## src/rtl/mbps_pkg.sv

```systemverilog
// mbps_pkg: shared types, constants and helpers for the masked byte pattern search
// used by every module of the block and by its checker
// no dependencies
package mbps_pkg;

  localparam int MAX_PATTERN_LEN_DEF = 16;
  localparam int ADDR_WIDTH          = 32;
  localparam int SIG_BYTES           = 16;
  localparam int CFG_DATA_W          = 64;
  localparam int CFG_IDX_W           = 3;

  // address arithmetic wraps at ADDR_WIDTH bits, then is cut to 32
  localparam logic [31:0] ADDR_MASK =
    (ADDR_WIDTH >= 32) ? 32'hFFFF_FFFF : 32'((64'd1 << ADDR_WIDTH) - 64'd1);

  localparam logic [15:0] CARE_RESET = 16'hFFFF;
  localparam logic [4:0]  LEN_RESET  = 5'd1;

  typedef enum logic [CFG_IDX_W-1:0] {
    CFG_PAT_LO = 3'd0,
    CFG_PAT_HI = 3'd1,
    CFG_CARE   = 3'd2,
    CFG_LEN    = 3'd3,
    CFG_BASE   = 3'd4
  } cfg_idx_t;

  typedef struct packed {
    logic [7:0] data_byte;
    logic       last_byte;
  } in_word_t;

  typedef struct packed {
    logic        found;
    logic [31:0] match_address;
  } out_word_t;

  typedef struct packed {
    logic      valid;
    out_word_t word;
  } scan_res_t;

  // byte idx of the 16-byte signature
  function automatic logic [7:0] sig_byte(input logic [8*SIG_BYTES-1:0] pat,
                                          input logic [3:0] idx);
    sig_byte = pat[idx*8 +: 8];
  endfunction

endpackage

```

## src/rtl/mbps_scan.sv

```systemverilog
// mbps_scan: config registers, byte window, bytes-seen count and the parallel compare
// produces at most one result per accepted word; depends on mbps_pkg
module mbps_scan import mbps_pkg::*; #(
  parameter int MAX_PATTERN_LEN = MAX_PATTERN_LEN_DEF
) (
  input  logic                  clk,
  input  logic                  rst_n,
  input  logic                  accept,
  input  in_word_t              in_data,
  input  logic                  cfg_we,
  input  logic [CFG_IDX_W-1:0]  cfg_index,
  input  logic [CFG_DATA_W-1:0] cfg_wdata,
  output scan_res_t             res
);

  localparam int LEN_CLOG = $clog2(MAX_PATTERN_LEN + 1);
  localparam int LEN_W    = (LEN_CLOG > 5) ? LEN_CLOG : 5;

  logic [63:0] pat_lo_r;
  logic [63:0] pat_hi_r;
  logic [15:0] care_r;
  logic [4:0]  plen_r;
  logic [31:0] base_r;

  logic [7:0]  win_r   [MAX_PATTERN_LEN];
  logic [7:0]  win_nxt [MAX_PATTERN_LEN];
  logic [31:0] seen_r;
  logic        done_r;

  logic [31:0]          seen_nxt;
  logic                 all_wild;
  logic [LEN_W-1:0]     len_c;
  logic [MAX_PATTERN_LEN-1:0] care_al;
  logic [MAX_PATTERN_LEN-1:0] pos_ok;
  logic                 seen_ok;
  logic                 hit;
  logic [31:0]          offset;
  logic [31:0]          addr;

  assign seen_nxt = seen_r + 32'd1;
  assign all_wild = (plen_r == 5'd0);

  always_comb begin
    if (all_wild) begin
      len_c = LEN_W'(1);
    end else if (LEN_W'(plen_r) > LEN_W'(MAX_PATTERN_LEN)) begin
      len_c = LEN_W'(MAX_PATTERN_LEN);
    end else begin
      len_c = LEN_W'(plen_r);
    end
  end

  // new window: incoming byte at entry 0, older bytes move up
  always_comb begin
    win_nxt[0] = in_data.data_byte;
    for (int w = 1; w < MAX_PATTERN_LEN; w++) begin
      win_nxt[w] = win_r[w-1];
    end
  end

  // signature aligned to window entries: entry w faces signature position len-1-w
  always_comb begin
    logic [LEN_W-1:0] pos;
    logic             in_use;
    for (int w = 0; w < MAX_PATTERN_LEN; w++) begin
      in_use     = LEN_W'(w) < len_c;
      pos        = len_c - LEN_W'(1) - LEN_W'(w);
      care_al[w] = in_use && !all_wild && (pos < LEN_W'(SIG_BYTES)) && care_r[pos[3:0]];
      pos_ok[w]  = !care_al[w] || (win_nxt[w] == sig_byte({pat_hi_r, pat_lo_r}, pos[3:0]));
    end
  end

  assign seen_ok = seen_nxt >= 32'(len_c);
  assign hit     = seen_ok && (&pos_ok);
  assign offset  = seen_nxt - 32'(len_c);
  assign addr    = (base_r + offset) & ADDR_MASK;

  always_comb begin
    res.valid              = accept && !done_r && (hit || in_data.last_byte);
    res.word.found         = hit;
    res.word.match_address = hit ? addr : 32'd0;
  end

  always_ff @(posedge clk) begin
    if (!rst_n) begin
      pat_lo_r <= '0;
      pat_hi_r <= '0;
      care_r   <= CARE_RESET;
      plen_r   <= LEN_RESET;
      base_r   <= '0;
      seen_r   <= '0;
      done_r   <= 1'b0;
    end else begin
      if (cfg_we) begin
        case (cfg_idx_t'(cfg_index))
          CFG_PAT_LO: pat_lo_r <= cfg_wdata;
          CFG_PAT_HI: pat_hi_r <= cfg_wdata;
          CFG_CARE:   care_r   <= cfg_wdata[15:0];
          CFG_LEN:    plen_r   <= cfg_wdata[4:0];
          CFG_BASE:   base_r   <= cfg_wdata[31:0];
          default:    ;
        endcase
      end
      if (accept) begin
        if (done_r) begin
          if (in_data.last_byte) begin
            seen_r <= '0;
            done_r <= 1'b0;
          end
        end else if (in_data.last_byte) begin
          seen_r <= '0;
          done_r <= 1'b0;
        end else begin
          seen_r <= seen_nxt;
          done_r <= hit;
        end
      end
    end
  end

  // window is payload; stale entries are never compared since seen_r gates the test
  always_ff @(posedge clk) begin
    if (accept && !done_r) begin
      for (int w = 0; w < MAX_PATTERN_LEN; w++) begin
        win_r[w] <= win_nxt[w];
      end
    end
  end

endmodule

```

## src/rtl/mbps_out_buf.sv

```systemverilog
// mbps_out_buf: output register plus one skid entry for result words
// stall toward the input rises only when the skid entry is full; depends on mbps_pkg
module mbps_out_buf import mbps_pkg::*; (
  input  logic      clk,
  input  logic      rst_n,
  input  scan_res_t push,
  output logic      full,
  output logic      out_valid,
  input  logic      out_stall,
  output out_word_t out_data
);

  logic      main_vld_r;
  logic      skid_vld_r;
  out_word_t main_r;
  out_word_t skid_r;
  logic      pop;

  assign pop       = main_vld_r && !out_stall;
  assign out_valid = main_vld_r;
  assign out_data  = main_r;
  assign full      = skid_vld_r;

  always_ff @(posedge clk) begin
    if (!rst_n) begin
      main_vld_r <= 1'b0;
      skid_vld_r <= 1'b0;
    end else if (pop) begin
      if (skid_vld_r) begin
        main_r     <= skid_r;
        skid_vld_r <= 1'b0;
      end else if (push.valid) begin
        main_r <= push.word;
      end else begin
        main_vld_r <= 1'b0;
      end
    end else if (push.valid) begin
      if (!main_vld_r) begin
        main_r     <= push.word;
        main_vld_r <= 1'b1;
      end else begin
        skid_r     <= push.word;
        skid_vld_r <= 1'b1;
      end
    end
  end

endmodule

```

## src/rtl/masked_byte_pattern_search.sv

```systemverilog
// masked_byte_pattern_search: top level, scan core feeding a skid-buffered result register
// depends on mbps_pkg, mbps_scan, mbps_out_buf
//
//  channel | ports                               | moves
//  --------+-------------------------------------+------------------------------------
//  in      | in_valid, in_stall, in_data         | one region byte and end flag a word
//  out     | out_valid, out_stall, out_data      | found flag and match address
//  cfg     | cfg_we, cfg_index, cfg_wdata        | register writes, no read-back
//
// one byte is accepted every cycle while in_stall is low; the window compare and address add
// sit between the window registers and the result register, so each result is registered
// in_stall rises only when both the result register and the skid entry hold words
// synchronous reset clears the count, the match flag and both result entries and loads
// the register reset values; the window bytes are not cleared
module masked_byte_pattern_search import mbps_pkg::*; #(
  parameter int MAX_PATTERN_LEN = MAX_PATTERN_LEN_DEF
) (
  input  logic                  clk,
  input  logic                  rst_n,
  input  logic                  in_valid,
  output logic                  in_stall,
  input  in_word_t              in_data,
  output logic                  out_valid,
  input  logic                  out_stall,
  output out_word_t             out_data,
  input  logic                  cfg_we,
  input  logic [CFG_IDX_W-1:0]  cfg_index,
  input  logic [CFG_DATA_W-1:0] cfg_wdata
);

  logic      accept;
  logic      buf_full;
  scan_res_t res;

  assign in_stall = buf_full;
  assign accept   = in_valid && !buf_full;

  mbps_scan #(
    .MAX_PATTERN_LEN (MAX_PATTERN_LEN)
  ) u_scan (
    .clk       (clk),
    .rst_n     (rst_n),
    .accept    (accept),
    .in_data   (in_data),
    .cfg_we    (cfg_we),
    .cfg_index (cfg_index),
    .cfg_wdata (cfg_wdata),
    .res       (res)
  );

  mbps_out_buf u_out_buf (
    .clk       (clk),
    .rst_n     (rst_n),
    .push      (res),
    .full      (buf_full),
    .out_valid (out_valid),
    .out_stall (out_stall),
    .out_data  (out_data)
  );

endmodule

```

## config.mk

```make
export PLATFORM = sky130hd
export DESIGN_NAME = masked_byte_pattern_search
export DESIGN_NICKNAME = d
export VERILOG_FILES = /design/src/rtl/mbps_pkg.sv /design/src/rtl/mbps_scan.sv /design/src/rtl/mbps_out_buf.sv /design/src/rtl/masked_byte_pattern_search.sv
export SDC_FILE = /design/constraint.sdc
export NUM_CORES = 1
export LEC_CHECK = 0
export BUFFER_PORTS_ARGS = -buffer_cell sky130_fd_sc_hd__clkbuf_2
export CAP_MARGIN = 20
export CORE_MARGIN = 2
export CORE_UTILIZATION = 45
export CTS_BUF_LIST = sky130_fd_sc_hd__clkbuf_4 sky130_fd_sc_hd__clkbuf_8
export DETAILED_ROUTE_END_ITERATION = 6
export GPL_ROUTABILITY_DRIVEN = 1
export HOLD_SLACK_MARGIN = 0.08
export PLACE_DENSITY_LB_ADDON = 0.2
export SKIP_LAST_GASP = 1
export SYNTH_ARGS = -nofsm -noshare
export SYNTH_HDL_FRONTEND = slang
export SYNTH_SLANG_ARGS = --single-unit
```

## constraint.sdc

```tcl
create_clock -name clk -period 10.3 [get_ports clk]
set_clock_uncertainty 0.1 [all_clocks]
set_input_delay 1.03 -clock clk [delete_from_list [all_inputs] [get_ports clk]]
set_output_delay 1.03 -clock clk [all_outputs]
set_load 0.02 [all_outputs]
```

# Yosys cells after proc, flatten, opt, wreduce, memory -nomap -nowiden

Memories as Yosys holds them, arrays and structs flattened.
Index checks and enable logic that the tools add are counted.

Output and inout port bits: 35
Logic and storage cells: 283
Memories kept: 1
Input port bits: 81
Bits in registers: 282
Memory bits (writable): 128

Order comparisons: 50
Add/sub/neg operators: 19
Shift-type cells: 16
Bitwise gates (word level): 2
Multiplexer cells: 52
Equal/unequal tests: 24
Reduce and logical (&&, ||, !) cells: 106

Memories:

| memory       | words | bits a word | read ports | clocked after Yosys merged registers in | wr ports | RTL line        | source |
|---|---|---|---|---|---|---|---|
| u_scan.win_r | 16    | 8           | 15         | 0                                       | 16       | mbps_scan.sv:25 | `logic [7:0] win_r [MAX_PATTERN_LEN];` |

Operator list:

| kind                  | count |
|---|---|
| $shiftx 128x8->8      | 16 |
| $mux 33               | 5 |
| $eq 8x8->1            | 16 |
| $mux 32               | 4 |
| $lt 4x5->1 const B    | 16 |
| $lt 5x5->1 const B    | 16 |
| $bmux 1 s4            | 16 |
| $logic_and 1x1->1     | 53 |
| $lt 4x5->1 const A    | 8 |
| $sub 5x4->5 const B   | 8 |
| $add 32x1->32 const B | 1 |
| $add 32x32->32        | 1 |
| $ge 32x5->1           | 1 |
| $sub 32x5->32         | 1 |
| $mux 1                | 25 |
| $logic_not 1->1       | 20 |
| $lt 3x5->1 const A    | 4 |
| $sub 5x3->5 const B   | 4 |
| $logic_or 1x1->1      | 17 |
| $reduce_and 16->1     | 1 |
| $reduce_and 2->1      | 7 |
| $lt 1x5->1 const A    | 2 |
| $lt 2x5->1 const A    | 2 |
| $mux 5                | 2 |
| 14 further kinds      | 23 |

# Logic depth before layout (Yosys ltp)

Depth after elaboration: 17
Depth in mapped cells: 30
Depth with buffers taken out: 20

# Modules after synthesis

Synthesis repeated with hierarchy kept, for this count alone.

Cells, all modules: 2,832
Area, all modules: 28,257.1 sq um

By module, submodules not included:

| module                     | cells each | sequential area each (sq um) | times used | area an instance (sq um) |
|---|---|---|---|---|
| mbps_scan                  | 2,715      | 7,887.6                      | 1          | 25,628.3 |
| mbps_out_buf               | 116        | 2,021.9                      | 1          | 2,615.0 |
| masked_byte_pattern_search | 1          | 0.0                          | 1          | 13.8 |

# Worst setup path after synthesis

No wires, ideal clock.

Kind: register to register
From: reg u_scan.plen_r[4]
To: reg u_out_buf.skid_r[0] (netlist bit), enable pin
Required time: 9,766 ps
Buffers on the path: 11
Data arrival time: 9,209 ps
Stages on the path, launching flop included: 28
Period minus slack after synthesis: 9,743 ps
Slack: 557 ps
Library setup time: 434 ps
Cell sequence: dfxtp_1 > buf_2 > nand2b_1 > clkbuf_1 > clkbuf_1 > clkbuf_1 > clkbuf_1 > buf_1 > ha_1 > xnor2_1 > inv_2 > buf_1 > buf_1 > ha_1 > clkbuf_1 > a31oi_1 > o22ai_1 > a31oi_1 > xnor2_1 > mux4_2 > xor2_1 > nor3_1 > a31oi_1 > or4_1 > or4_1 > buf_2 > buf_2 > a21oi_1

Cells in the longest elaborated chain, start to end: 15
Elaborated cells on any way between the ends: 203
Those cells by class: add/sub (16); order compare (34); eq/ne (16); shift (16); mux (34); reduce/logical (87)

RTL lines:

| item                                                | RTL line           | source |
|---|---|---|
| start: declaration                                  | mbps_scan.sv:22    | `logic [4:0] plen_r;` |
| start signal: assignment                            | mbps_scan.sv:99    | `CFG_LEN: plen_r <= cfg_wdata[4:0];` |
| branches (longest 11 deep; another with $gt 5x5->1) | n/a                |  |
| $logic_and 1x1->1 *                                 | mbps_scan.sv:74    | `assign hit = seen_ok && (&pos_ok);` |
| $logic_or 1x1->1 *                                  | mbps_scan.sv:79    | `res.valid = accept && !done_r && (hit \|\| in_data.last_byte);` |
| $logic_and 1x1->1 *                                 | mbps_scan.sv:79    |  |
| $reduce_and 4->1 (no source line) *                 | n/a                |  |
| end signal: assignment                              | mbps_out_buf.sv:42 | `skid_r <= push.word;` |
| end: declaration                                    | mbps_out_buf.sv:16 | `out_word_t skid_r;` |

Every way passes the cells marked *. The select of a mux whose other input is x is not followed.
A chain may end at the register's enable or synchronous reset.

# Worst setup path in the final report

From: reg u_scan.plen_r[1]
To: reg u_out_buf.main_r, in the netlist u_out_buf.out_data[3], enable pin

Cells in the longest elaborated chain, start to end: 16
Elaborated cells on any way between the ends: 205
Those cells by class: add/sub (16); order compare (34); eq/ne (16); shift (16); mux (34); reduce/logical (89)

RTL lines:

| item                                                | RTL line           | source |
|---|---|---|
| branches (longest 11 deep; another with $gt 5x5->1) | n/a                |  |
| $logic_and 1x1->1 *                                 | mbps_scan.sv:74    |  |
| $logic_or 1x1->1 *                                  | mbps_scan.sv:79    |  |
| $logic_and 1x1->1 *                                 | mbps_scan.sv:79    |  |
| $reduce_bool 2->1 (no source line)                  | n/a                |  |
| $reduce_and 4->1 (no source line) *                 | n/a                |  |
| end signal: assignment                              | mbps_out_buf.sv:30 | `main_r <= skid_r;` |
| end signal: assignment                              | mbps_out_buf.sv:33 | `main_r <= push.word;` |
| end signal: assignment                              | mbps_out_buf.sv:39 | `main_r <= push.word;` |
| end: declaration                                    | mbps_out_buf.sv:15 | `out_word_t main_r;` |

Marked as above.

==> results.ini <==
[floorplan]
rows = 90
die_y_um = 249.9
die_w_um = 249.9
core_mm2 = 0.06002
dieArea_mm2 = 0.06244
pin_count = 116
start_util = 0.4533

[routing]
antenna_left = 0
via_count = 24020
drcViolationCount = 0
dr.pass1.iters = 7
drt_first_iter_violations = 2977
via_per_inst = 6.199
routedWlPerCell_um = 26.39
wl_um = 102300

[pwr]
leakage_nw = 10.96
power.ir.vdd_worst_uv = 137.9
comb_power_share = 0.170
finalPower_mw = 4.211
internal_power_mw = 2.918
clockPowerShare = 0.386
pwr-share-seq = 0.445
netSwitchingPower_mw = 1.293
switching_share = 0.3070
p_per_area_mw_per_mm2 = 140.6

[final_layout]
syn2layout_area_growth_pct = 10.08
final_cell_mix = nand2_1, a21oi_1, dfxtp_1
layout_commonest_cell = nand2_1
drive_above_1_share = 0.1548
final_util = 0.4990
final.fill_count = 5669
final_nets = 3197

[grt]
grt_max_degree = 120
overflow = 0
grt_antenna_before_repair = 4
grt_pass1_wl_um = 147800
grt_usage = 0.3206
grt_pass1_vias = 21750

[worst_hold_path]
min_delay_worst_endpoint = u_scan.base_r[26]$_SDFFE_PN0P_
hold_path_depth = 2
hold_class = flip-flop to flip-flop
hold_path.startpoint = u_scan.base_r[26]$_SDFFE_PN0P_

[sta]
rsz0062_at_grt = no
slew_viol_final = 0
min_period_ns = 8.682
final_hold_viol_count = 0
fmax_ghz = 0.1152
min_period_over_period = 0.8429
worst_pin_slew_ns = 1.170
fin_ws_ns = 1.618
finalSetupTns_ns = 0
timing.slew.headroom = 0.2166
finalSetupViolations = 0

[critical_path]
critPathArrivalTime_ns = 8.87
worstRegToRegCells = 19
crit_family = simple AND/OR/NAND/NOR gates
r2r_setup_slack_ns = 1.62
crit_type = flip-flop to flip-flop
cpMaxStageDelayCell = or4_2
cp_cell_sequence = or4_4 > nand2_2 > inv_6 > ha_1 > xnor2_2 > buf_4 > inv_2 > ha_1 > a31oi_1 > o22ai_1 > a31oi_1 > xnor2_2 > mux4_2 > xor2_1 > nor3_1 > a31oi_1 > or4_1 > or4_2 > a21oi_4
cp-end-kind = flip-flop
crit_top_cell = a31oi_1
start_kind = flip-flop
path_max_fanout = 71
cp_slowest_stage_delay_ns = 1.04
reg2reg_from = u_scan.plen_r[1]$_SDFFE_PN0P_
path_buf_inv = 3
reg2reg_to = u_out_buf.out_data[3]$_DFFE_PP_
cp.required_ns = 10.49

[run]
maxCapViolations = 0

[clock_tree]
clock-root-buffer = clkbuf_8
h-tree-depth = 3
cts_buffer_depth = 3
cts_resized = 0
clkLatencyLatePin_ns = 0.69
clkTransAtPathRegs_ns = 0.06
cts_buffers = 76
postCtsHoldBufs = 0
cts_setup_buffers = 0
cts_tree = done
clock_sinks = 402

[synthesis]
async_flop_share = 0
synthFlopType = dfxtp_1
synth_top_family_by_area = multiplexers
ys_seq_area_frac = 0.3642
synth_area_mm2 = 0.02721
synth_fa_ha_area_frac = 0.03909
syn_nets = 3168
synth-simple-area-share = 0.1688
syn_inst = 3005
synth_compound_gate_area_share = 0.1233
synth_edf_count = 186
synthXorXnorAreaFrac = 0.06857
ys_seq_elements = 402
synth_cell_type_count = 66
avgSynthCellArea_um2 = 9.054
yosysWarnings = 0
muxShareOfSynthArea = 0.1887

[place]
post-place-ws_ns = 1.612
io_buffer_count = 115
hpwl_um = 76070
routabilityCongestion = 0.9899

[run_status]
status = complete, no violations

-- how the worst max path moves through the flow --
stage	startpoint	endpoint	slack, ns	cells after the start
6_report	u_scan.plen_r[1]$_SDFFE_PN0P_	u_out_buf.out_data[3]$_DFFE_PP_	1.62	19
5_1_grt	u_scan.plen_r[1]$_SDFFE_PN0P_	u_out_buf.out_data[3]$_DFFE_PP_	1.05	19
4_1_cts	u_scan.plen_r[1]$_SDFFE_PN0P_	u_out_buf.skid_r[32]$_DFFE_PP_	1.59	19
3_5_place_dp	u_scan.plen_r[1]$_SDFFE_PN0P_	u_out_buf.skid_r[24]$_DFFE_PP_	1.61	19
3_3_place_gp	u_scan.plen_r[1]$_SDFFE_PN0P_	u_out_buf.skid_r[23]$_DFFE_PP_	1.68	19
2_1_floorplan	u_scan.plen_r[4]$_SDFFE_PN0P_	u_out_buf.skid_r[0]$_DFFE_PP_	0.56	27
-- layer usage --
metal  part of all wire  GRT usage  vias to the layer above  routed length (um)
li1                   -          -                    10800                   -
met1               0.44     0.4762                    11790               45100
met2               0.42     0.4538                     1261               42770
met3               0.11    0.07134                      173               10750
met4              0.036     0.1165                        0                3633
met5                  0          0                        -                   0
-- registers in the layout (all words and copies together) (netlist names) --
register,flops
u_scan.win_r,120
u_scan.pat_hi_r,64
u_scan.pat_lo_r,64
u_out_buf.out_data,33
u_out_buf.skid_r,33
u_scan.base_r,32
u_scan.seen_r,32
u_scan.care_r,16
u_scan.plen_r,5
u_out_buf.full,1
u_out_buf.out_valid,1
u_scan.done_r,1
-- tightest hold or removal path, stage by stage (launching register included) --
cell,delay (ns)
dfxtp_1,0.31
nand2_1,0.05
a21oi_1,0.05
-- synthesized netlist by cell type (5+ instances only) --
cell type | n | area (um2)
inv_1 | 108 | 405.4
nor4_1 | 16 | 100.1
fa_1 | 5 | 100.1
xnor2_1 | 128 | 1121
nand4_1 | 26 | 162.7
nand2b_1 | 12 | 75.07
a21o_1 | 16 | 120.1
mux2i_1 | 181 | 1812
o21ai_0 | 66 | 330.3
clkbuf_1 | 158 | 593.1
xor2_1 | 85 | 744.5
nor3_1 | 26 | 130.1
a211oi_1 | 31 | 232.7
a31oi_1 | 79 | 494.2
o221ai_1 | 6 | 52.55
mux4_2 | 141 | 3176
buf_1 | 33 | 123.9
edfxtp_1 | 186 | 5585
nor2b_1 | 25 | 156.4
o31ai_1 | 36 | 270.3
o2111ai_1 | 6 | 52.55
a21oi_1 | 268 | 1341
nor2_1 | 163 | 611.8
nand3_1 | 49 | 245.2
mux2_2 | 13 | 146.4
and3_1 | 55 | 344.1
ha_1 | 77 | 963.4
dfxtp_1 | 216 | 4324
buf_6 | 5 | 56.30
nand2_1 | 681 | 2556
inv_2 | 6 | 22.52
a22oi_1 | 8 | 60.06
or3_1 | 6 | 37.54
buf_2 | 16 | 80.08
and2_1 | 5 | 31.28
o22ai_1 | 11 | 68.82
-- per-stage QoR --
| step | instances | cell area [um2] | hold slack, ns |
|---|---|---|---|
| detailed placement | 3735 | 28370 | 0.3507 |
| floorplan | 3005 | 27210 | 0.3363 |
| global placement | 3735 | 28370 | 0.3427 |
| global route | 3872 | 29940 | 0.3802 |
| finish | 3874 | 29950 | 0.3559 |
| CTS | 3867 | 29900 | 0.3581 |
-- logic make-up (layout without fill, tap and decap cells) --
group | Yosys count | after routing
buffers and inverters | 327 | 410
other | 0 | 4
XOR/XNOR | 213 | 213
flip-flops | 402 | 402
multiplexers | 335 | 335
adder cells (fa/ha/maj) | 82 | 82
AND/OR/NAND/NOR | 1082 | 1082
AO/OA/AOI/OAI | 564 | 564
-- cell type report --
class                   instances  area [um2]  area share
multi-input cells            2276       16110      0.5380
well taps                     782       978.4     0.03267
inverters                     114       439.2     0.01466
clock buffers                 104        1300     0.04341
repair buffers                164       955.9     0.03192
flip-flops and latches        402        9915      0.3310
diodes                          4       10.01   0.0003342
clock inverters                28       237.7    0.007938
-- power by group through the flow --
stage | clock network (mW) | registers [mW] | logic, mW
floorplan | 0 | 1.86 | 0.453
global placement | 0 | 1.90 | 0.690
detailed placement | 0 | 1.90 | 0.699
CTS | 1.66 | 1.87 | 0.700
global route | 1.72 | 1.87 | 0.763
finish | 1.62 | 1.87 | 0.714
No activity file was read; power rests on OpenSTA's default activity.
